$ cat config.mk
export PLATFORM = sky130hd
export DESIGN_NAME = madt_record_parser_top
export DESIGN_NICKNAME = d
export VERILOG_FILES = /design/src/hw/rtl/madt_pkg.sv /design/src/hw/rtl/madt_record_parser_top.sv /design/src/hw/rtl/madt_rfifo.sv /design/src/hw/rtl/madt_core.sv
export VERILOG_INCLUDE_DIRS = /design/src /design/src/hw/rtl
export SDC_FILE = /design/constraint.sdc
export NUM_CORES = 2
export LEC_CHECK = 0
export CELL_PAD_IN_SITES_DETAIL_PLACEMENT = 1
export CELL_PAD_IN_SITES_GLOBAL_PLACEMENT = 2
export CORE_ASPECT_RATIO = 2
export CORE_MARGIN = 3
export CORE_UTILIZATION = 46
export CTS_CLUSTER_DIAMETER = 60
export DETAILED_ROUTE_END_ITERATION = 12
export DONT_BUFFER_PORTS = 1
export GPL_ROUTABILITY_DRIVEN = 1
export GPL_TIMING_DRIVEN = 0
export PLACE_DENSITY = 0.95
export RECOVER_POWER = 25
export SLEW_MARGIN = 10
export SYNTH_ARGS = -nofsm -noshare
export SYNTH_HDL_FRONTEND = slang
export SYNTH_SLANG_ARGS = --single-unit
$ cat constraint.sdc
create_clock -name clk_i -period 27.9 [get_ports clk_i]
set_clock_uncertainty 0.1 [all_clocks]
set_input_delay 2.79 -clock clk_i [delete_from_list [all_inputs] [get_ports clk_i]]
set_output_delay 2.79 -clock clk_i [all_outputs]
set_load 0.1 [all_outputs]
$ cat src/hw/rtl/assert_macros.svh
// assertion macros used by the rtl top level
`ifndef ASSERT_MACROS_SVH
`define ASSERT_MACROS_SVH

// concurrent check on clk_i, off while rst_ni is low
`define ASSERT_CLK(label, prop, msg) \
  label: assert property (@(posedge clk_i) disable iff (!rst_ni) prop) else $error(msg);

// implication check built on the clocked form
`define ASSERT_IMPLIES(label, ante, cons, msg) \
  `ASSERT_CLK(label, (ante) |-> (cons), msg)

`endif

$ cat src/hw/rtl/madt_pkg.sv
// types and constants of the madt record parser
`timescale 1ns / 1ps
package madt_pkg;

  // override slot count checked against the source interrupt
  localparam int unsigned OverrideSlots = 16;

  // signature register reset value, "APIC" little-endian
  localparam logic [31:0] SigReset = 32'h4349_5041;

  // table layout
  localparam logic [31:0] RecordsBegin = 32'd44;
  localparam logic [31:0] HeaderLast   = 32'd7;
  localparam logic [7:0]  MinRecLen    = 8'd2;
  localparam logic [7:0]  TypeIoapic   = 8'd1;
  localparam logic [7:0]  TypeOverride = 8'd2;
  localparam logic [7:0]  IoapicMinLen = 8'd12;
  localparam logic [7:0]  OvrMinLen    = 8'd10;

  // result queue geometry
  localparam int unsigned QDepth = 4;
  localparam int unsigned QPtrW  = $clog2(QDepth);

  // config register map
  localparam int unsigned ApbAddrW  = 3;
  localparam logic        RegSigIdx = 1'b0;

  typedef enum logic [2:0] {
    KIND_IOAPIC    = 3'd0,
    KIND_OVERRIDE  = 3'd1,
    KIND_SKIPPED   = 3'd2,
    KIND_MALFORMED = 3'd3,
    KIND_TABLE_END = 3'd4
  } kind_e;

  typedef struct packed {
    kind_e       kind;
    logic [7:0]  record_type;
    logic [7:0]  ioapic_id;
    logic [31:0] unit_address;
    logic [31:0] interrupt_base;
    logic [7:0]  bus_number;
    logic [7:0]  legacy_irq;
    logic [15:0] polarity_flags;
    logic        source_in_range;
    logic        table_ok;
    logic [31:0] length_seen;
    logic        last;
  } madt_result_t;

  // results written into the queue this cycle
  typedef struct packed {
    logic first;
    logic second;
  } push_t;

  // queue status seen by the input side
  typedef struct packed {
    logic           room;
    logic [QPtrW:0] level;
  } qstat_t;

endpackage

$ cat src/hw/rtl/madt_record_parser_top.sv
// top level of the madt record parser: config port, input register, decode, result queue
`timescale 1ns / 1ps
`include "assert_macros.svh"
// Streams an ACPI interrupt controller table in one byte per transaction, from
// header byte zero (first_byte_i set restarts a table), and reports one result
// per I/O APIC, source override, skipped or malformed record plus a table end
// result with signature and checksum status. A byte is taken every cycle while
// the queue has room: it lands in an input register, is decoded against the
// running state, and any one or two results it gives enter a four-entry result queue,
// which hands out one result per cycle while out_ready_i is high; a result is
// written into the queue as its byte is decoded and shows from the queue head.
// Input back-pressure comes only from the queue, which must have two free
// entries for the decode to take a byte; only the last table byte can give two
// results. The expected signature must be written through the APB-style port at
// byte address 0 while no transaction is open; the block does not enforce this.
module madt_record_parser_top (
  input  logic                          clk_i,
  input  logic                          rst_ni,
  // config port
  input  logic                          psel,
  input  logic                          penable,
  input  logic                          pwrite,
  input  logic [madt_pkg::ApbAddrW-1:0] paddr,
  input  logic [31:0]                   pwdata,
  output logic [31:0]                   prdata,
  output logic                          pready,
  // byte input
  input  logic                          in_valid_i,
  output logic                          in_ready_o,
  input  logic [7:0]                    data_byte_i,
  input  logic                          first_byte_i,
  // result output
  output logic                          out_valid_o,
  input  logic                          out_ready_i,
  output logic [2:0]                    kind_o,
  output logic [7:0]                    record_type_o,
  output logic [7:0]                    ioapic_id_o,
  output logic [31:0]                   unit_address_o,
  output logic [31:0]                   interrupt_base_o,
  output logic [7:0]                    bus_number_o,
  output logic [7:0]                    legacy_irq_o,
  output logic [15:0]                   polarity_flags_o,
  output logic                          source_in_range_o,
  output logic                          table_ok_o,
  output logic [31:0]                   length_seen_o,
  output logic                          last_o
);
  import madt_pkg::*;

  logic [31:0]  sig_q;
  logic         reg_idx;
  logic         in_vld_q;
  logic [7:0]   in_data_q;
  logic         in_first_q;
  logic         take;
  push_t        push;
  madt_result_t res0;
  madt_result_t res1;
  madt_result_t head;
  qstat_t       qstat;

  // config register
  assign reg_idx = paddr[2];
  assign pready  = 1'b1;
  assign prdata  = (reg_idx == RegSigIdx) ? sig_q : 32'd0;

  always_ff @(posedge clk_i or negedge rst_ni) begin
    if (!rst_ni) begin
      sig_q <= SigReset;
    end else if (psel && penable && pwrite && pready && (reg_idx == RegSigIdx)) begin
      sig_q <= pwdata;
    end
  end

  // input register, drained whenever the queue has room
  assign take       = in_vld_q && qstat.room;
  assign in_ready_o = !in_vld_q || take;

  always_ff @(posedge clk_i or negedge rst_ni) begin
    if (!rst_ni) begin
      in_vld_q <= 1'b0;
    end else if (in_ready_o) begin
      in_vld_q <= in_valid_i;
    end
  end

  always_ff @(posedge clk_i) begin
    if (in_valid_i && in_ready_o) begin
      in_data_q  <= data_byte_i;
      in_first_q <= first_byte_i;
    end
  end

  // byte decode
  madt_core u_core (
    .clk_i                (clk_i),
    .rst_ni               (rst_ni),
    .take_i               (take),
    .data_byte_i          (in_data_q),
    .first_byte_i         (in_first_q),
    .expected_signature_i (sig_q),
    .push_o               (push),
    .res0_o               (res0),
    .res1_o               (res1)
  );

  // result queue
  madt_rfifo u_rfifo (
    .clk_i   (clk_i),
    .rst_ni  (rst_ni),
    .push_i  (push),
    .res0_i  (res0),
    .res1_i  (res1),
    .pop_i   (out_ready_i),
    .head_o  (head),
    .valid_o (out_valid_o),
    .stat_o  (qstat)
  );

  // result fields
  assign kind_o            = head.kind;
  assign record_type_o     = head.record_type;
  assign ioapic_id_o       = head.ioapic_id;
  assign unit_address_o    = head.unit_address;
  assign interrupt_base_o  = head.interrupt_base;
  assign bus_number_o      = head.bus_number;
  assign legacy_irq_o      = head.legacy_irq;
  assign polarity_flags_o  = head.polarity_flags;
  assign source_in_range_o = head.source_in_range;
  assign table_ok_o        = head.table_ok;
  assign length_seen_o     = head.length_seen;
  assign last_o            = head.last;

  // checks
  `ASSERT_IMPLIES(a_second_needs_first, push.second, push.first, "second result without first")
  `ASSERT_IMPLIES(a_second_is_end, push.second, res1.kind == KIND_TABLE_END, "second result not end")
  `ASSERT_CLK(a_level_bound, qstat.level <= (QPtrW + 1)'(QDepth), "result queue overflow")
  `ASSERT_CLK(a_byte_held, in_vld_q && !take |=> in_vld_q, "held byte lost")

endmodule

$ cat src/hw/rtl/madt_rfifo.sv
// result queue: takes up to two results a cycle, hands out one
`timescale 1ns / 1ps
module madt_rfifo (
  input  logic                   clk_i,
  input  logic                   rst_ni,
  input  madt_pkg::push_t        push_i,
  input  madt_pkg::madt_result_t res0_i,
  input  madt_pkg::madt_result_t res1_i,
  input  logic                   pop_i,
  output madt_pkg::madt_result_t head_o,
  output logic                   valid_o,
  output madt_pkg::qstat_t       stat_o
);
  import madt_pkg::*;

  localparam int unsigned LvlW = QPtrW + 1;

  madt_result_t     mem_q [QDepth];
  logic [QPtrW-1:0] wr_ptr_q, wr_ptr_d;
  logic [QPtrW-1:0] rd_ptr_q, rd_ptr_d;
  logic [LvlW-1:0]  level_q, level_d;
  logic [QPtrW-1:0] wr_next;
  logic             pop;

  assign pop     = pop_i && valid_o;
  assign wr_next = wr_ptr_q + QPtrW'(1);

  // pointer and level update
  always_comb begin
    wr_ptr_d = wr_ptr_q;
    if (push_i.first && push_i.second) begin
      wr_ptr_d = wr_ptr_q + QPtrW'(2);
    end else if (push_i.first) begin
      wr_ptr_d = wr_next;
    end
    rd_ptr_d = pop ? rd_ptr_q + QPtrW'(1) : rd_ptr_q;
    level_d  = level_q + LvlW'(push_i.first) + LvlW'(push_i.second) - LvlW'(pop);
  end

  always_ff @(posedge clk_i or negedge rst_ni) begin
    if (!rst_ni) begin
      wr_ptr_q <= '0;
      rd_ptr_q <= '0;
      level_q  <= '0;
    end else begin
      wr_ptr_q <= wr_ptr_d;
      rd_ptr_q <= rd_ptr_d;
      level_q  <= level_d;
    end
  end

  // entry storage
  always_ff @(posedge clk_i) begin
    if (push_i.first) begin
      mem_q[wr_ptr_q] <= res0_i;
    end
    if (push_i.second) begin
      mem_q[wr_next] <= res1_i;
    end
  end

  // head of queue and room for two more
  assign head_o       = mem_q[rd_ptr_q];
  assign valid_o      = (level_q != '0);
  assign stat_o.level = level_q;
  assign stat_o.room  = (level_q <= LvlW'(QDepth - 2));

endmodule

$ cat src/hw/rtl/madt_core.sv
// per-byte decode: header checks, record framing and result build
`timescale 1ns / 1ps
module madt_core (
  input  logic                   clk_i,
  input  logic                   rst_ni,
  input  logic                   take_i,
  input  logic [7:0]             data_byte_i,
  input  logic                   first_byte_i,
  input  logic [31:0]            expected_signature_i,
  output madt_pkg::push_t        push_o,
  output madt_pkg::madt_result_t res0_o,
  output madt_pkg::madt_result_t res1_o
);
  import madt_pkg::*;

  // stored state
  logic [31:0] byte_offset_q, byte_offset_d;
  logic [7:0]  running_sum_q, running_sum_d;
  logic [31:0] table_length_q, table_length_d;
  logic        signature_good_q, signature_good_d;
  logic [31:0] record_start_q, record_start_d;
  logic [7:0]  record_kind_byte_q, record_kind_byte_d;
  logic [7:0]  record_len_q, record_len_d;
  logic [7:0]  byte_two_q, byte_two_d;
  logic [7:0]  byte_three_q, byte_three_d;
  logic [31:0] word_low_q, word_low_d;
  logic [31:0] word_high_q, word_high_d;
  logic        parse_stopped_q, parse_stopped_d;
  logic        table_done_q, table_done_d;
  logic [7:0]  rel_q, rel_d;

  // state after an optional clear
  logic [31:0] off_c, tl_c, rs_c, wl_c, wh_c;
  logic [7:0]  sum_c, kb_c, len_c, b2_c, b3_c, rel_c;
  logic        sig_c, stop_c, done_c;

  logic [4:0]   lane;
  logic [4:0]   rel_lane;
  logic         rec_done;
  logic         malformed;
  logic         rec_emit;
  logic         end_emit;
  kind_e        rec_kind;
  madt_result_t rec_res;
  madt_result_t end_res;

  // a first byte starts from the cleared state
  always_comb begin
    if (first_byte_i) begin
      off_c  = '0;
      sum_c  = '0;
      tl_c   = '0;
      sig_c  = 1'b1;
      rs_c   = RecordsBegin;
      kb_c   = '0;
      len_c  = '0;
      b2_c   = '0;
      b3_c   = '0;
      wl_c   = '0;
      wh_c   = '0;
      stop_c = 1'b0;
      done_c = 1'b0;
      rel_c  = '0;
    end else begin
      off_c  = byte_offset_q;
      sum_c  = running_sum_q;
      tl_c   = table_length_q;
      sig_c  = signature_good_q;
      rs_c   = record_start_q;
      kb_c   = record_kind_byte_q;
      len_c  = record_len_q;
      b2_c   = byte_two_q;
      b3_c   = byte_three_q;
      wl_c   = word_low_q;
      wh_c   = word_high_q;
      stop_c = parse_stopped_q;
      done_c = table_done_q;
      rel_c  = rel_q;
    end
  end

  assign lane     = {off_c[1:0], 3'b000};
  assign rel_lane = {rel_c[1:0], 3'b000};

  // next state for one byte
  always_comb begin
    byte_offset_d      = off_c;
    running_sum_d      = sum_c;
    table_length_d     = tl_c;
    signature_good_d   = sig_c;
    record_start_d     = rs_c;
    record_kind_byte_d = kb_c;
    record_len_d       = len_c;
    byte_two_d         = b2_c;
    byte_three_d       = b3_c;
    word_low_d         = wl_c;
    word_high_d        = wh_c;
    parse_stopped_d    = stop_c;
    table_done_d       = done_c;
    rel_d              = rel_c;
    rec_done           = 1'b0;
    malformed          = 1'b0;
    end_emit           = 1'b0;

    if (!done_c) begin
      running_sum_d = sum_c + data_byte_i;

      // header: signature compare, then length bytes
      if (off_c[31:2] == '0) begin
        if (expected_signature_i[lane +: 8] != data_byte_i) begin
          signature_good_d = 1'b0;
        end
      end else if (off_c[31:3] == '0) begin
        table_length_d[lane +: 8] = tl_c[lane +: 8] | data_byte_i;
      end

      // record framing
      if (!stop_c && (off_c >= RecordsBegin)) begin
        if (rel_c == 8'd0) begin
          if (({1'b0, rs_c} + 33'd2) <= {1'b0, table_length_d}) begin
            record_kind_byte_d = data_byte_i;
            record_len_d       = '0;
            byte_two_d         = '0;
            byte_three_d       = '0;
            word_low_d         = '0;
            word_high_d        = '0;
          end
        end else if (rel_c == 8'd1) begin
          record_len_d = data_byte_i;
          if ((data_byte_i < MinRecLen) ||
              (({1'b0, rs_c} + {25'b0, data_byte_i}) > {1'b0, table_length_d})) begin
            malformed       = 1'b1;
            parse_stopped_d = 1'b1;
          end else if (data_byte_i == MinRecLen) begin
            rec_done = 1'b1;
          end
        end else begin
          if (rel_c == 8'd2) begin
            byte_two_d = data_byte_i;
          end else if (rel_c == 8'd3) begin
            byte_three_d = data_byte_i;
          end else if (rel_c < 8'd8) begin
            word_low_d[rel_lane +: 8] = wl_c[rel_lane +: 8] | data_byte_i;
          end else if (rel_c < 8'd12) begin
            word_high_d[rel_lane +: 8] = wh_c[rel_lane +: 8] | data_byte_i;
          end
          if (({1'b0, rel_c} + 9'd1) == {1'b0, len_c}) begin
            rec_done = 1'b1;
          end
        end
        rel_d = rec_done ? 8'd0 : rel_c + 8'd1;
        if (rec_done) begin
          record_start_d = rs_c + {24'b0, record_len_d};
        end
      end

      // last byte of the table
      end_emit = (off_c >= HeaderLast) &&
                 (({1'b0, off_c} + 33'd1) >= {1'b0, table_length_d});
      table_done_d = end_emit;
      if (!end_emit) begin
        byte_offset_d = off_c + 32'd1;
      end
    end
  end

  // record classification
  always_comb begin
    if (malformed) begin
      rec_kind = KIND_MALFORMED;
    end else if ((record_kind_byte_d == TypeIoapic) && (record_len_d >= IoapicMinLen)) begin
      rec_kind = KIND_IOAPIC;
    end else if ((record_kind_byte_d == TypeOverride) && (record_len_d >= OvrMinLen)) begin
      rec_kind = KIND_OVERRIDE;
    end else begin
      rec_kind = KIND_SKIPPED;
    end
  end

  // record result fields
  always_comb begin
    rec_res             = '0;
    rec_res.kind        = rec_kind;
    rec_res.record_type = record_kind_byte_d;
    rec_res.length_seen = table_length_d;
    case (rec_kind)
      KIND_IOAPIC: begin
        rec_res.ioapic_id      = byte_two_d;
        rec_res.unit_address   = word_low_d;
        rec_res.interrupt_base = word_high_d;
      end
      KIND_OVERRIDE: begin
        rec_res.interrupt_base  = word_low_d;
        rec_res.bus_number      = byte_two_d;
        rec_res.legacy_irq      = byte_three_d;
        rec_res.polarity_flags  = word_high_d[15:0];
        rec_res.source_in_range = ({1'b0, byte_three_d} < 9'(OverrideSlots));
      end
      default: begin
      end
    endcase
  end

  // table end result
  always_comb begin
    end_res             = '0;
    end_res.kind        = KIND_TABLE_END;
    end_res.table_ok    = signature_good_d && (running_sum_d == 8'd0);
    end_res.length_seen = table_length_d;
    end_res.last        = 1'b1;
  end

  // result ordering: record first, table end second
  assign rec_emit = malformed || rec_done;

  always_comb begin
    push_o.first  = take_i && (rec_emit || end_emit);
    push_o.second = take_i && rec_emit && end_emit;
    res1_o        = end_res;
    if (rec_emit) begin
      res0_o      = rec_res;
      res0_o.last = !end_emit;
    end else begin
      res0_o      = end_res;
    end
  end

  always_ff @(posedge clk_i or negedge rst_ni) begin
    if (!rst_ni) begin
      byte_offset_q      <= '0;
      running_sum_q      <= '0;
      table_length_q     <= '0;
      signature_good_q   <= 1'b1;
      record_start_q     <= RecordsBegin;
      record_kind_byte_q <= '0;
      record_len_q       <= '0;
      byte_two_q         <= '0;
      byte_three_q       <= '0;
      word_low_q         <= '0;
      word_high_q        <= '0;
      parse_stopped_q    <= 1'b0;
      table_done_q       <= 1'b0;
      rel_q              <= '0;
    end else if (take_i) begin
      byte_offset_q      <= byte_offset_d;
      running_sum_q      <= running_sum_d;
      table_length_q     <= table_length_d;
      signature_good_q   <= signature_good_d;
      record_start_q     <= record_start_d;
      record_kind_byte_q <= record_kind_byte_d;
      record_len_q       <= record_len_d;
      byte_two_q         <= byte_two_d;
      byte_three_q       <= byte_three_d;
      word_low_q         <= word_low_d;
      word_high_q        <= word_high_d;
      parse_stopped_q    <= parse_stopped_d;
      table_done_q       <= table_done_d;
      rel_q              <= rel_d;
    end
  end

endmodule
==> results <==
- STA classifies the critical path endpoint as a flip-flop.
- The number of cells in the finished layout apart from fillers is 5,689.
- The number of buffers on the longest clock path is 3.
- The number of remaining DRC errors is 0.
- The count of hold buffers inserted by post-cts repair is 0.
- The number of pins exceeding their max-slew limit in the final report is 6.
- Data on the critical path is required at its endpoint by 28.40 ns.
- The via count of the first global-routing pass is between 40,000 and 50,000.
- Net switching is 45.1% of the power.
- The die footprint is around 100,000 um2.
- Setup violations remaining at the end of the flow were counted as 0.
- The width of the die is 225 um.
- The worst supply voltage drop on vdd is 0.0000509 V.
- The cell type with the highest occurrence count on the critical path is sky130_fd_sc_hd__clkbuf_1.
- After floorplanning, the core was divided into ~160 placement rows.
- The cell-internal power is about 0.0023 W.
- The I/O pin count is roughly 240.
- The final period utilization is 63.0%.
- Subtracting the final worst setup slack from the clock period gives 17.58 ns.
- The number of hold violations in the final report is 0.
- The TritonCTS clock tree is yes.
- The total iterations of the first detailed-routing run is 5.
- By area the synthesized netlist is led by sky130_fd_sc_hd__dfxtp_1 (21%), sky130_fd_sc_hd__dfrtp_1 (13%), sky130_fd_sc_hd__edfxtp_1 (9.6%).
- The fraction of power consumed by combinational cells is about 40%.
- Each instance of the synthesized netlist takes up on average 10.2 um2.
- At the end of the flow the core is filled with cells to 51.6%.
- The first routing iteration left 3,075 violations.
- The H-tree was split into 3 levels.
- The instance area at placement is between 40,000 and 50,000 um2.
- The remaining antenna violation count is 0.
- In this run, synthesis produced a sequential element count of 860.
- In the synthesized netlist the dominant register cell turns out to be sky130_fd_sc_hd__dfxtp_1.
- The post-synthesis net count is ~4,500.
- The achievable clock frequency is 56.9 MHz.
- The setup fix buffers added after clock tree synthesis is 0.
- The HPWL after detailed placement is 151,000 um.
- Summed over all cells, the static leakage comes to 18.3 nW.
- The slack of the worst reg-to-reg path is just over 10 ns.
- Per report_power, the clock group accounts for roughly 28% of the total.
- The arrival time at the worst endpoint is 18.08 ns.
- In this run the power spent charging and discharging nets is 0.00189 W.
- The cell with the most instances after synthesis is sky130_fd_sc_hd__dfxtp_1.
- STA classifies the critical path startpoint as a flip-flop.
- The initial antenna violation count is 25.
- Power spread over the standard cell area amounts to 86.1 nW/um2.
- Setup repair after global routing left no endpoint under its margin.
- The number of buffers added by the clock tree synthesis step is 80.
- The detailed-route via count is 39,100.
- The completed layout was analyzed and its total power is 0.00419 W.
- The final layout contains 4,599 nets.
- Adding up every negative setup slack in the final design gives 0 ns.
- In the routed layout, each cell is associated on average with a via count of 6.87.
- The kind of critical path is reg -> reg.
- The number of synthesis warnings is 0.
- Of the post-synthesis cell area, the dominant cell type holds 21.3%.
- Max-cap violations in this run came to 1.
- The overall overflow remaining after global route is 0.
- Clock-pin slew was measured on the worst setup and hold paths at 0.07 ns.
- From synthesis to final layout, the design area changed by 10.7%.
- Sorting the synthesized cells by how often they occur yields sky130_fd_sc_hd__dfxtp_1 (468), sky130_fd_sc_hd__nand2_1 (464), sky130_fd_sc_hd__nor2_1 (353), sky130_fd_sc_hd__dfrtp_1 (237), sky130_fd_sc_hd__o2bb2ai_1 (231).
- The die is between 400 and 500 um tall.
- Sequential cells burn between 30% and 40% of the power.
- Headroom to the max-slew limit came out at -10.7%.
- Of the cells placed in the final design, the portion with a size suffix greater than 1 is 12.0%.
- The library cell with the largest summed area after synthesis is sky130_fd_sc_hd__dfxtp_1.
- For this design, the sink count on the clock tree is 860.
- Dividing the detail-routed wire length by the instance count gives 35.4 um.
- The worst-skew pair later-pin latency is 0.75 ns.
- In the global route stage, overall resource usage came out at between 40% and 50%.
- The flow ran to the end, but the final reports show violations.
- The delay contributed by the slowest stage of the critical path is 1.00 ns.
- The root buffer selected by CTS is sky130_fd_sc_hd__clkbuf_16.
- The routability congestion estimate from global placement is 1.04.
- The pin count of the biggest net entering global routing is 252.
- The kind of cell adding the most delay to the critical path is buffers and inverters.
- The min-delay analysis places its worst path in the category reg -> reg.
- The share of the Yosys chip area taken by registers is 45.2%.
- The library cell contributing the largest single delay on the critical path is sky130_fd_sc_hd__nor4_1.
- The synthesized design contains 141 enable-type register cells.
- The transition time at the pin with the least slew margin is ~1.7 ns.
- The count of buffers from port buffering is 0.
- In the synthesized netlist, the number of instances is approximately 4,300.
- Post-CTS repair changed the size of 0 cells.
- After detailed placement, the design holds a cell count of 5,528.
- The sum of routed wire length over all layers is 202,000 um.
- The maximum net fanout on the critical path is 10.
- The synthesized netlist contains 91 unique library cells.
- The area of the core is about 94,000 um2.
- Of all flip-flops after synthesis, the portion carrying an async set or reset was 29.2%.
- The checks that failed: max-capacitance violations, max-slew violations.
- The first-pass GRT wire length is around 290,000 um.
- With fillers left out, the area of the finished cells amounts to 48,700 um2.
- Counting both buffers and inverters, the worst setup path holds a total of 13.
- The cell area after synthesis is 44,000 um2.
- The initial standard-cell utilization of the core is 46.6%.
[cell type report]
class	instances	area [um2]
antenna	12	30.0
inverter	69	262
sequential	860	19900
tap	1207	1510
timing repair buffer	16	190
clock inverter	41	472
multi-input combinational	3057	22800
fill	10400	45800
clock buffer	104	2220
buffer	323	1310
[cells by family (layout without fill, tap and decap cells)]
group / Yosys count / count (layout) / share of synthesized area [%]
buf+inv: 392 / 553 / 3.55
other cells: 1 / 13 / 0.00852
xor+xnor: 133 / 133 / 2.65
flops: 860 / 860 / 45.2
compound gates: 1209 / 1209 / 20.0
mux: 225 / 225 / 10.2
fa+ha+maj: 141 / 141 / 4.09
simple gates: 1348 / 1348 / 14.3
[worst paths after layout]
check                      cells past startpoint                              start                                    end
max                                           42               in_first_q$_DFFE_PP_  u_core.record_start_q[22]$_DFFE_PN0P_
min                                            1  u_rfifo.mem_q[0][52]$_SDFFE_PP0P_      u_rfifo.mem_q[0][52]$_SDFFE_PP0P_
max reg2reg                                   42               in_first_q$_DFFE_PP_  u_core.record_start_q[22]$_DFFE_PN0P_
min reg2reg                                    1  u_rfifo.mem_q[0][52]$_SDFFE_PP0P_      u_rfifo.mem_q[0][52]$_SDFFE_PP0P_
max in group asynchronous                      0                             rst_ni    u_core.byte_offset_q[0]$_DFFE_PN0P_
min in group asynchronous                      0                             rst_ni      u_core.word_high_q[6]$_DFFE_PN0P_
[placed cells by master (no fill, tap or decap), drive strengths merged, types with 29 or more instances in the layout]
cell type / netlist / layout
dfxtp: 468 / 468
nand2: 464 / 464
nor2: 353 / 353
clkbuf: 210 / 325
dfrtp: 237 / 237
o21ai: 234 / 234
o2bb2ai: 231 / 231
a22o: 230 / 230
mux4: 173 / 173
a21oi: 170 / 170
edfxtp: 141 / 141
ha: 136 / 136
nand3: 125 / 125
buf: 113 / 118
nor2b: 94 / 94
xnor2: 88 / 88
inv: 68 / 73
nand4: 70 / 70
a21o: 63 / 63
xor2: 45 / 45
mux2: 41 / 41
a22oi: 39 / 39
nand2b: 37 / 37
nor3: 37 / 37
o31ai: 31 / 31
nor4: 29 / 29
[routing by layer]
layer	up-vias	wire [um]	GRT usage (%)	share of wire, %
met5	-	94	0.0993	0.047
met4	14	26300	41.6	13
met3	1009	13800	10.1	6.8
met2	1950	99400	68.6	49
met1	19800	62000	37.9	31
li1	16300	-	-	-
[worst reg2reg max path: cells and delay by family (launching register included)]
family / cells / cell delay, ns
AOI/OAI and AO/OA: 9 / 3.01
DFF: 1 / 0.72
xor gates and xnor gates: 2 / 0.29
adders and majority gates: 4 / 1.15
and+or+nand+nor: 14 / 4.03
buffers and inverters: 13 / 8.12
[per-stage QoR]
stage                     hold slack (ns)  setup WS [ns]
final                               0.362          10.32
after global routing                0.372           9.97
after CTS                           0.366          11.64
after detailed placement            0.343          11.76
after global placement              0.332          11.79
after floorplan                     0.321          18.36
[registers in the layout, indices dropped and copies added (netlist names), 32 cells and up]
signal                 cells
u_rfifo.mem_q            600
sig_q                     32
u_core.byte_offset_q      32
u_core.record_start_q     32
u_core.table_length_q     32
u_core.word_high_q        32
u_core.word_low_q         32
[power groups by stage]
| stage | sequential (W) | combinational [W] | clock [W] |
|---|---|---|---|
| 6_report | 0.00138 | 0.00165 | 0.00116 |
| 2_1_floorplan | 0.00138 | 0.00104 | 0 |
| 4_1_cts | 0.00138 | 0.00159 | 0.00117 |
| 5_1_grt | 0.00139 | 0.00171 | 0.00122 |
| 3_5_place_dp | 0.00141 | 0.00158 | 0 |
| 3_3_place_gp | 0.00141 | 0.00155 | 0 |
(Power assumes the default switching activity.)
